**src/spq_pkg.sv**
```systemverilog
// Shared types and constants for the stable priority queue.
// No dependencies; every other file imports this package.
`default_nettype none

package spq_pkg;

    localparam int DATA_W  = 32;
    localparam int PRIO_W  = 8;
    localparam int OPRIO_W = 9;
    localparam int OCC_W   = 5;
    localparam int STAT_W  = 2;

    localparam logic FUNC_ENQ = 1'b0;
    localparam logic FUNC_DEQ = 1'b1;

    localparam logic [STAT_W-1:0] STATUS_OK    = 2'd0;
    localparam logic [STAT_W-1:0] STATUS_FULL  = 2'd1;
    localparam logic [STAT_W-1:0] STATUS_EMPTY = 2'd2;

    typedef enum logic [2:0] {
        OP_NONE,
        OP_PUSH,
        OP_POP,
        OP_REJECT_FULL,
        OP_REJECT_EMPTY
    } op_t;

    typedef struct packed {
        op_t op;
    } cmd_t;

    typedef struct packed {
        logic full;
        logic empty;
    } stat_t;

endpackage

`default_nettype wire

```
**src/spq_if.sv**
```systemverilog
// Request and response channel interfaces of the stable priority queue.
// Depends on spq_pkg for field widths.
`default_nettype none

interface spq_req_if
    import spq_pkg::*;
();
    logic                     valid;
    logic                     ready;
    logic                     func;
    logic signed [DATA_W-1:0] in_data;
    logic [PRIO_W-1:0]        in_prio;

    modport source (output valid, output func, output in_data, output in_prio, input ready);
    modport sink   (input valid, input func, input in_data, input in_prio, output ready);
endinterface

interface spq_rsp_if
    import spq_pkg::*;
();
    logic                      valid;
    logic                      ready;
    logic [STAT_W-1:0]         status;
    logic signed [DATA_W-1:0]  out_data;
    logic signed [OPRIO_W-1:0] out_prio;
    logic [OCC_W-1:0]          occupancy;

    modport source (output valid, output status, output out_data, output out_prio,
                    output occupancy, input ready);
    modport sink   (input valid, input status, input out_data, input out_prio,
                    input occupancy, output ready);
endinterface

`default_nettype wire

```
**src/stable_priority_queue_unit.sv**
```systemverilog
// Stable priority queue: sorted shift-register cells, lower priority first, FIFO on ties.
// Latency: a result is valid the cycle after its request transaction is accepted.
// Throughput: one transaction per cycle while the receiver takes each result; every cell
// compares and shifts in parallel, so an insert or a removal updates all cells at once.
// Reset: asynchronous, empties the queue and drops any held result.
// Depends on spq_pkg, spq_if, spq_ctrl and spq_datapath.
`default_nettype none

module stable_priority_queue_unit
    import spq_pkg::*;
#(
    parameter int QUEUE_DEPTH = 16
) (
    input  wire logic  clk,
    input  wire logic  rst_n,
    spq_req_if.sink    req,
    spq_rsp_if.source  rsp
);

    cmd_t  cmd;
    stat_t stat;

    spq_ctrl u_ctrl (
        .clk       (clk),
        .rst_n     (rst_n),
        .in_valid  (req.valid),
        .in_ready  (req.ready),
        .func      (req.func),
        .out_valid (rsp.valid),
        .out_ready (rsp.ready),
        .stat      (stat),
        .cmd       (cmd)
    );

    spq_datapath #(
        .QUEUE_DEPTH (QUEUE_DEPTH)
    ) u_datapath (
        .clk       (clk),
        .rst_n     (rst_n),
        .cmd       (cmd),
        .in_data   (req.in_data),
        .in_prio   (req.in_prio),
        .stat      (stat),
        .status    (rsp.status),
        .out_data  (rsp.out_data),
        .out_prio  (rsp.out_prio),
        .occupancy (rsp.occupancy)
    );

endmodule

`default_nettype wire

```
**src/spq_datapath.sv**
```systemverilog
// Sorted shift-register cells, entry count and result register.
// Depends on spq_pkg; driven by spq_ctrl through cmd_t.
`default_nettype none

module spq_datapath
    import spq_pkg::*;
#(
    parameter int QUEUE_DEPTH = 16
) (
    input  wire logic                      clk,
    input  wire logic                      rst_n,
    input  wire cmd_t                      cmd,
    input  wire logic signed [DATA_W-1:0]  in_data,
    input  wire logic [PRIO_W-1:0]         in_prio,
    output stat_t                          stat,
    output logic [STAT_W-1:0]              status,
    output logic signed [DATA_W-1:0]       out_data,
    output logic signed [OPRIO_W-1:0]      out_prio,
    output logic [OCC_W-1:0]               occupancy
);

    localparam int CNT_W = $clog2(QUEUE_DEPTH + 1);

    logic [DATA_W-1:0] data_reg [QUEUE_DEPTH];
    logic [PRIO_W-1:0] prio_reg [QUEUE_DEPTH];
    logic [DATA_W-1:0] data_next [QUEUE_DEPTH];
    logic [PRIO_W-1:0] prio_next [QUEUE_DEPTH];
    logic [DATA_W-1:0] up_data [QUEUE_DEPTH];
    logic [PRIO_W-1:0] up_prio [QUEUE_DEPTH];
    logic [DATA_W-1:0] dn_data [QUEUE_DEPTH];
    logic [PRIO_W-1:0] dn_prio [QUEUE_DEPTH];

    logic [QUEUE_DEPTH-1:0] le;
    logic [QUEUE_DEPTH-1:0] le_prev;
    logic [CNT_W-1:0]       count_reg;
    logic [CNT_W-1:0]       count_next;
    logic [CNT_W+OCC_W-1:0] count_ext;

    logic [STAT_W-1:0]         status_reg, status_next;
    logic signed [DATA_W-1:0]  odata_reg, odata_next;
    logic signed [OPRIO_W-1:0] oprio_reg, oprio_next;
    logic [OCC_W-1:0]          occ_reg, occ_next;

    // Each occupied cell compares against the incoming priority in parallel;
    // the hits form a thermometer code that marks the insertion point.
    always_comb
    begin
        for (int i = 0; i < QUEUE_DEPTH; i++) begin
            le[i] = (CNT_W'(i) < count_reg) && (prio_reg[i] <= in_prio);
        end
        le_prev = {le[QUEUE_DEPTH-2:0], 1'b1};
    end

    always_comb
    begin
        up_data[0] = in_data;
        up_prio[0] = in_prio;
        for (int i = 1; i < QUEUE_DEPTH; i++) begin
            up_data[i] = data_reg[i-1];
            up_prio[i] = prio_reg[i-1];
        end
        for (int i = 0; i < QUEUE_DEPTH - 1; i++) begin
            dn_data[i] = data_reg[i+1];
            dn_prio[i] = prio_reg[i+1];
        end
        dn_data[QUEUE_DEPTH-1] = data_reg[QUEUE_DEPTH-1];
        dn_prio[QUEUE_DEPTH-1] = prio_reg[QUEUE_DEPTH-1];
    end

    always_comb
    begin
        for (int i = 0; i < QUEUE_DEPTH; i++) begin
            data_next[i] = data_reg[i];
            prio_next[i] = prio_reg[i];
            case (cmd.op)
                OP_PUSH:
                begin
                    if (!le[i]) begin
                        // insert at the boundary, shift everything behind it up
                        data_next[i] = le_prev[i] ? in_data : up_data[i];
                        prio_next[i] = le_prev[i] ? in_prio : up_prio[i];
                    end
                end
                OP_POP:
                begin
                    data_next[i] = dn_data[i];
                    prio_next[i] = dn_prio[i];
                end
                default:
                begin
                end
            endcase
        end
    end

    always_comb
    begin
        count_next  = count_reg;
        status_next = status_reg;
        odata_next  = odata_reg;
        oprio_next  = oprio_reg;
        case (cmd.op)
            OP_PUSH:
            begin
                count_next  = count_reg + CNT_W'(1);
                status_next = STATUS_OK;
                odata_next  = '0;
                oprio_next  = '0;
            end
            OP_POP:
            begin
                count_next  = count_reg - CNT_W'(1);
                status_next = STATUS_OK;
                odata_next  = data_reg[0];
                oprio_next  = {1'b0, prio_reg[0]};
            end
            OP_REJECT_FULL:
            begin
                status_next = STATUS_FULL;
                odata_next  = '0;
                oprio_next  = '0;
            end
            OP_REJECT_EMPTY:
            begin
                status_next = STATUS_EMPTY;
                odata_next  = '1;
                oprio_next  = '1;
            end
            default:
            begin
            end
        endcase
        count_ext = (CNT_W + OCC_W)'(count_next);
        occ_next  = (cmd.op == OP_NONE) ? occ_reg : count_ext[OCC_W-1:0];
    end

    always_ff @(posedge clk)
    begin
        for (int i = 0; i < QUEUE_DEPTH; i++) begin
            data_reg[i] <= data_next[i];
            prio_reg[i] <= prio_next[i];
        end
        status_reg <= status_next;
        odata_reg  <= odata_next;
        oprio_reg  <= oprio_next;
        occ_reg    <= occ_next;
    end

    always_ff @(posedge clk or negedge rst_n)
    begin
        if (!rst_n) begin
            count_reg <= '0;
        end else begin
            count_reg <= count_next;
        end
    end

    assign stat.full  = (count_reg == CNT_W'(QUEUE_DEPTH));
    assign stat.empty = (count_reg == '0);
    assign status     = status_reg;
    assign out_data   = odata_reg;
    assign out_prio   = oprio_reg;
    assign occupancy  = occ_reg;

endmodule

`default_nettype wire

```
**src/spq_ctrl.sv**
```systemverilog
// Controller: request/response handshake and operation select.
// Depends on spq_pkg; commands spq_datapath through cmd_t.
`default_nettype none

module spq_ctrl
    import spq_pkg::*;
(
    input  wire logic  clk,
    input  wire logic  rst_n,
    input  wire logic  in_valid,
    output logic       in_ready,
    input  wire logic  func,
    output logic       out_valid,
    input  wire logic  out_ready,
    input  wire stat_t stat,
    output cmd_t       cmd
);

    typedef enum logic {
        S_OPEN,
        S_HOLD
    } state_t;

    state_t state_reg, state_next;
    logic   exec;

    // A held result may leave in the same cycle a new transaction arrives.
    assign in_ready  = (state_reg == S_OPEN) || out_ready;
    assign exec      = in_valid && in_ready;
    assign out_valid = (state_reg == S_HOLD);

    always_comb
    begin
        cmd.op = OP_NONE;
        if (exec) begin
            if (func == FUNC_ENQ) begin
                cmd.op = stat.full ? OP_REJECT_FULL : OP_PUSH;
            end else begin
                cmd.op = stat.empty ? OP_REJECT_EMPTY : OP_POP;
            end
        end
    end

    always_comb
    begin
        state_next = state_reg;
        case (state_reg)
            S_OPEN:
            begin
                if (exec) begin
                    state_next = S_HOLD;
                end
            end
            S_HOLD:
            begin
                if (!exec && out_ready) begin
                    state_next = S_OPEN;
                end
            end
            default:
            begin
                state_next = S_OPEN;
            end
        endcase
    end

    always_ff @(posedge clk or negedge rst_n)
    begin
        if (!rst_n) begin
            state_reg <= S_OPEN;
        end else begin
            state_reg <= state_next;
        end
    end

endmodule

`default_nettype wire

```
**src/flat_wrapper.sv**
```systemverilog
// flat-port wrapper written by rule: the top's interface ports become plain ports
module stable_priority_queue_unit_flat import spq_pkg::*;
#(
    parameter int QUEUE_DEPTH = 16
)
  (clk, rst_n, req_valid, req_func, req_in_data, req_in_prio, req_ready, rsp_valid, rsp_status, rsp_out_data, rsp_out_prio, rsp_occupancy, rsp_ready);
  spq_req_if req_i ();
  spq_rsp_if rsp_i ();
  input  wire logic clk;
  input  wire logic rst_n;
  input wire logic [$bits(req_i.valid)-1:0] req_valid;
  input wire logic [$bits(req_i.func)-1:0] req_func;
  input wire logic [$bits(req_i.in_data)-1:0] req_in_data;
  input wire logic [$bits(req_i.in_prio)-1:0] req_in_prio;
  output wire logic [$bits(req_i.ready)-1:0] req_ready;
  output wire logic [$bits(rsp_i.valid)-1:0] rsp_valid;
  output wire logic [$bits(rsp_i.status)-1:0] rsp_status;
  output wire logic [$bits(rsp_i.out_data)-1:0] rsp_out_data;
  output wire logic [$bits(rsp_i.out_prio)-1:0] rsp_out_prio;
  output wire logic [$bits(rsp_i.occupancy)-1:0] rsp_occupancy;
  input wire logic [$bits(rsp_i.ready)-1:0] rsp_ready;
  assign req_i.valid = req_valid;
  assign req_i.func = req_func;
  assign req_i.in_data = req_in_data;
  assign req_i.in_prio = req_in_prio;
  assign req_ready = req_i.ready;
  assign rsp_valid = rsp_i.valid;
  assign rsp_status = rsp_i.status;
  assign rsp_out_data = rsp_i.out_data;
  assign rsp_out_prio = rsp_i.out_prio;
  assign rsp_occupancy = rsp_i.occupancy;
  assign rsp_i.ready = rsp_ready;
  stable_priority_queue_unit #(.QUEUE_DEPTH(QUEUE_DEPTH)) u_core (.clk(clk), .rst_n(rst_n), .req(req_i), .rsp(rsp_i));
endmodule
```
**config.mk**
```make
export PLATFORM = sky130hd
export DESIGN_NAME = stable_priority_queue_unit_flat
export DESIGN_NICKNAME = d
export VERILOG_FILES = /design/src/spq_pkg.sv /design/src/spq_if.sv /design/src/stable_priority_queue_unit.sv /design/src/spq_datapath.sv /design/src/spq_ctrl.sv /design/src/flat_wrapper.sv
export SDC_FILE = /design/constraint.sdc
export NUM_CORES = 2
export LEC_CHECK = 0
export BUFFER_PORTS_ARGS = -buffer_cell sky130_fd_sc_hd__buf_2
export CORE_ASPECT_RATIO = 1.75
export CORE_MARGIN = 2
export CORE_UTILIZATION = 30
export DETAILED_ROUTE_END_ITERATION = 7
export GPL_TIMING_DRIVEN = 1
export SYNTH_ARGS = -nofsm -noshare
export SYNTH_HDL_FRONTEND = slang
export SYNTH_HIERARCHICAL = 1
export SYNTH_SLANG_ARGS = --single-unit
```
**constraint.sdc**
```tcl
create_clock -name clk -period 14.5 [get_ports clk]
set_input_delay 0 -clock clk [delete_from_list [all_inputs] [get_ports clk]]
set_output_delay 0 -clock clk [all_outputs]
set_load 0.02 [all_outputs]
```
# Yosys cells after proc, flatten, opt, wreduce, memory -nomap -nowiden
# Memories as Yosys holds them, arrays and structs flattened.
# Cells that the tools add are included.
# word_totals
memories	2
rom_bits	0
input_bits	45
latchBits	0
output_inout_bits	50
ff_bits	54
mem_bits_rw	640
# mem_list
memory	words	word_bits	rd	rd_ports_with_merged_regs	write_ports	line	text
u_core.u_datapath.data_reg	16	32	16	0	16	spq_datapath.sv:24	logic [DATA_W-1:0] data_reg [QUEUE_DEPTH];
u_core.u_datapath.prio_reg	16	8	16	0	16	spq_datapath.sv:25	logic [PRIO_W-1:0] prio_reg [QUEUE_DEPTH];
# op_classes
n_eq_ne	5
n_addsub	2
magnitude_cmp	32
n_reduce_logical	26
n_mul	0
div	0
bitwise_logic	1
muxes	105
shift	0
# ops
op	n
two-way mux 32 bit	32
one-hot mux 32 bit (2 select lines)	15
two-way mux 8 bit	32
one-hot mux 8 bit (2 select lines)	15
<= comparator 8 bit	16
one-hot mux 32 bit (3 select lines)	1
less-than comparator 4 x 5 -> 1 bit, first input constant	8
one-hot mux 9 bit (3 select lines)	1
less-than comparator 3 x 5 -> 1 bit, first input constant	4
logical AND 1 bit	18
less-than comparator 1 x 5 -> 1 bit, first input constant	2
less-than comparator 2 x 5 -> 1 bit, first input constant	2
one-hot mux 5 bit (2 select lines)	1
two-way mux 3 bit	3
equality test 3 x 2 -> 1 bit, second input constant	2
one-hot mux 2 bit (3 select lines)	1
nonzero test 3 bit	2
adder 5 x 1 -> 5 bit, second input constant	1
equality test 5 bit, second input constant	1
logical NOT 5 bit	1
subtractor 5 x 1 -> 5 bit, second input constant	1
OR reduction 2 bit	2
equality test 3 x 1 -> 1 bit, second input constant	1
equality test 3 bit, second input constant	1
7 further kinds	8

# Depth between registers and ports, before layout
# logic_depth
word_depth	7
mapped_depth	13
depth_no_buf	10

# Hierarchy
# The synthesis kept the hierarchy.
# by_module_without_submodules
module	n_inst	cells_each	area_per_inst_um2
spq_datapath	1	3236	37093.1
spq_ctrl	1	8	78.8

# Worst setup path after synthesis
# No wires, ideal clock.
# synth_path
kind	register to register
start	register, netlist name u_core/u_datapath/count_reg[3]
end	memory u_core.u_datapath.data_reg[0][0], enable pin
path_stages_with_launch	10
synth_period_minus_slack_ns	5.251
arrival_ns	4.758
path_buffers	2
slack_ns	9.249
required_time_ns	14.007
cell_sequence	dfrtp_1 or2_2 nor2_4 and2_1 nand2_1 o2111a_1 buf_2 or3_1 clkbuf_1 o21ai_0
# synth_rtl
item	line
end, declared	spq_datapath.sv:24

==> out/qor.csv <==
stage;metric;value;unit
yosys;top-area cell type share of the netlist area;55.58;%
yosys;area leader, netlist;edfxtp_1;
worst_setup_path;worst r2r path cells;10;
sta;relative slew slack;22.20;%
finish;Area growth syn-to-layout;12.05;%
floorplanning;cell row count;170;
worst_setup_path;crit path kind;register to register;
routing;drt first-iter violations;1975;
sta;total negative slack;0;ns
worst_setup_path;startpoint types;register;
place;HPWL after DPL;64.48;mm
routing;drt pass-1 iters;6;
clock_tree;clock buffer depth;3;
floorplanning;Initial Util;30.29;%
floorplanning;Die Y;469.7;µm
global_routing;vias in the first global route;25290;
yosys;FF+latch count, synth;694;
worst_setup_path;CP Max Fanout;235;
clock_tree;setup bufs post-CTS;0;
place;GP Congestion;0.8299;
floorplanning;Die ar.;126800;µm²
routing;Vias/cell;5.179;
yosys;synth unique cells;51;
routing;DRC violation count after routing;0;
place;Place WS;8.963;ns
clock_tree;CTS tree;built;
finish;multi-input combinational cell area;15260;µm²
yosys;Mapped Avg Cell Area;11.46;µm²
worst_hold_path;Tightest Hold Check Type;input port to register;
place;Port Buffers;94;
routing;Post-Route WL;109.8;mm
power_and_ir_drop;P_leak;14.95;nW
sta;Worst Hold Slack;0.05161;ns
sta;f_max;0.1738;GHz
routing;via count;25590;
clock_tree;Num CTS Buffers;60;
finish;max FFs per register;512;
yosys;Seq/Total Area, Yosys;55.98;%
clock_tree;clk slew on worst S/H paths;0.07;ns
yosys;Gate Count Post-Synth;3244;
yosys;EDFF count, synth;688;
finish;Core Util, Final;33.94;%
finish;share of cells above drive strength 1;9.864;%
yosys;Post-Syn Nets;3421;
yosys;ys async rst share;0.8646;%
global_routing;All-Layer GR Usage;16.73;%
finish;Layout Nets;3432;
global_routing;first-pass GRT wire length;163.2;mm
finish;register area;20810;µm²
sta;Final period util;39.68;%
clock_tree;post-CTS sizing;0;
routing;post-route ant nets;0;
finish;fill count;12350;
routing;wire length per cell;22.23;µm
worst_setup_path;Worst EP required;14.85;ns
worst_setup_path;Crit. End Element;register;
global_routing;grt ovf;0;
yosys;Mapped Area;37170;µm²
outcome;status;complete, no violations;
sta;Worst Tran Pin Value;1.167;ns
worst_hold_path;Hold Crit Depth;4;
global_routing;initial antenna violation count;7;
clock_tree;Clock Sinks;694;
clock_tree;cts hold-fix bufs;44;
power_and_ir_drop;Power Density;173.9;nW/µm²
power_and_ir_drop;Peak supply drop;153.0;µV
sta;RSZ-0062 raised after global routing;false;
worst_setup_path;Setup crit start;u_core/u_datapath/count_reg[4];
sta;endpoints failing setup;0;
sta;final hold violation count;0;
worst_setup_path;worst r2r src;u_core/u_datapath/count_reg[4];
clock_tree;H-Tree Depth;2;
yosys;Area contributors post-synth;edfxtp_1 (56%), mux2i_1 (15%), nand2_1 (6.0%), o21ai_0 (5.1%), ha_1 (4.4%);
clock_tree;Clock Latency Late Sink;0.66;ns
floorplanning;io pins;95;
yosys;Synth Flop Type;edfxtp_1;
clock_tree;root buf cell;clkbuf_16;
sta;minimum clock period;5.753;ns
yosys;synth warn;6;
worst_setup_path;Worst EP arrival;6.11;ns
floorplanning;core box area;122700;µm²
worst_hold_path;HP Start;req_in_prio[0];
global_routing;largest net degree at the start of global routing;249;
floorplanning;Die W;270.1;µm
sta;clk_skew;0.03323;ns
sta;Setup WS post-layout;8.747;ns
flow_run;max_cap viols;0;
sta;Final Max Tran Viols;0;
[area by class of cell]
class,count,area share [%]
antenna,2,0.01202
multi-input combinational,2271,36.65
sequential,694,49.96
inverter,30,0.2704
clock buffer,70,3.695
timing repair buffer,198,3.358
tap,1634,4.908
clock inverter,42,1.147
[critical path, stage by stage (launching register included)]
cell      delay, ns
dfrtp_1        0.64
or2_2          0.27
nor2_4         0.07
and2_1         0.19
nand2_1        0.08
o2111a_1       0.39
and3_4         0.78
buf_4          0.84
buf_12         0.59
buf_4          0.90
o21ai_0        0.25
[synthesized netlist by cell type (2+ instances only)]
cell type    n
edfxtp_1   688
nand2_1    597
mux2i_1    560
o21ai_0    376
clkbuf_1   155
o21ai_1    133
ha_1       132
a21oi_1    130
nor2_1     101
a21o_1      53
buf_4       45
mux2_2      40
nand4_1     31
inv_1       27
buf_2       26
nor2b_1     17
o211ai_1    15
a211oi_1    14
nand3_1     13
buf_6       12
buf_1       11
dfrtp_1      6
nor3_2       6
nor3_4       5
and2_1       4
nand2b_1     4
nor3_1       4
a31oi_1      3
and3_1       3
inv_2        3
o22ai_1      3
or3_1        3
xnor2_1      3
nor3b_1      2
o2111a_1     2
o21ai_2      2
[final timing paths]
check	to	slack [ns]
max in group asynchronous	u_core/u_ctrl/out_valid	13.88
hold / removal	u_core/u_datapath/prio_reg[0][0]	0.05
hold reg to reg	u_core/u_datapath/data_reg[1][219]	0.52
setup / recovery	u_core/u_datapath/data_reg[0][172]	8.75
min in group asynchronous	u_core/u_datapath/count_reg[0]	0.36
setup reg to reg	u_core/u_datapath/data_reg[0][172]	8.75
[routing by layer]
| metal | share of wire, % | GRT usage (%) |
|---|---|---|
| met1 | 40 | 20.18 |
| met2 | 52 | 30.82 |
| met3 | 4.6 | 1.773 |
| met4 | 3.1 | 5.464 |
| met5 | 0.047 | 0 |
[layout by cell type (no fill, tap or decap), types with 40 or more instances in the layout]
cell	count
nor2_1	101
edfxtp_1	688
buf_2	94
ha_1	132
mux2_2	40
mux2i_1	560
o21ai_1	132
a21oi_1	129
a21o_1	52
o21ai_0	364
nand2_1	595
dlygate4sd3_1	44
clkbuf_16	60
buf_4	57
[stage by stage]
step	power (W)	instances	area [µm²]
2_1_floorplan	0.004777	3244	37170
5_1_grt	0.007556	4941	41650
4_1_cts	0.007286	4939	41650
6_report	0.007242	4941	41650
3_5_place_dp	0.005532	4783	39190
3_3_place_gp	0.005475	4783	39190
[where the power goes]
part | internal, W | switching (W)
registers | 0.00281 | 0.000233
logic | 0.000941 | 0.00152
clock network | 0.000941 | 0.000796
total | 0.00469 | 0.00255
[kinds of logic (layout without fill, tap and decap cells)]
group                    after synthesis  count (layout)  synth area share [%]
AO/OA/AOI/OAI                        737             737                 10.64
XOR/XNOR                               4               4               0.09426
adder cells (fa/ha/maj)              132             132                 4.443
buffers and inverters                279             340                 3.602
flip-flops                           694             694                 55.98
multiplexers                         600             600                 16.29
other                                  0               2                     0
AND/OR/NAND/NOR                      798             798                 8.950
(Power assumes the default switching activity.)
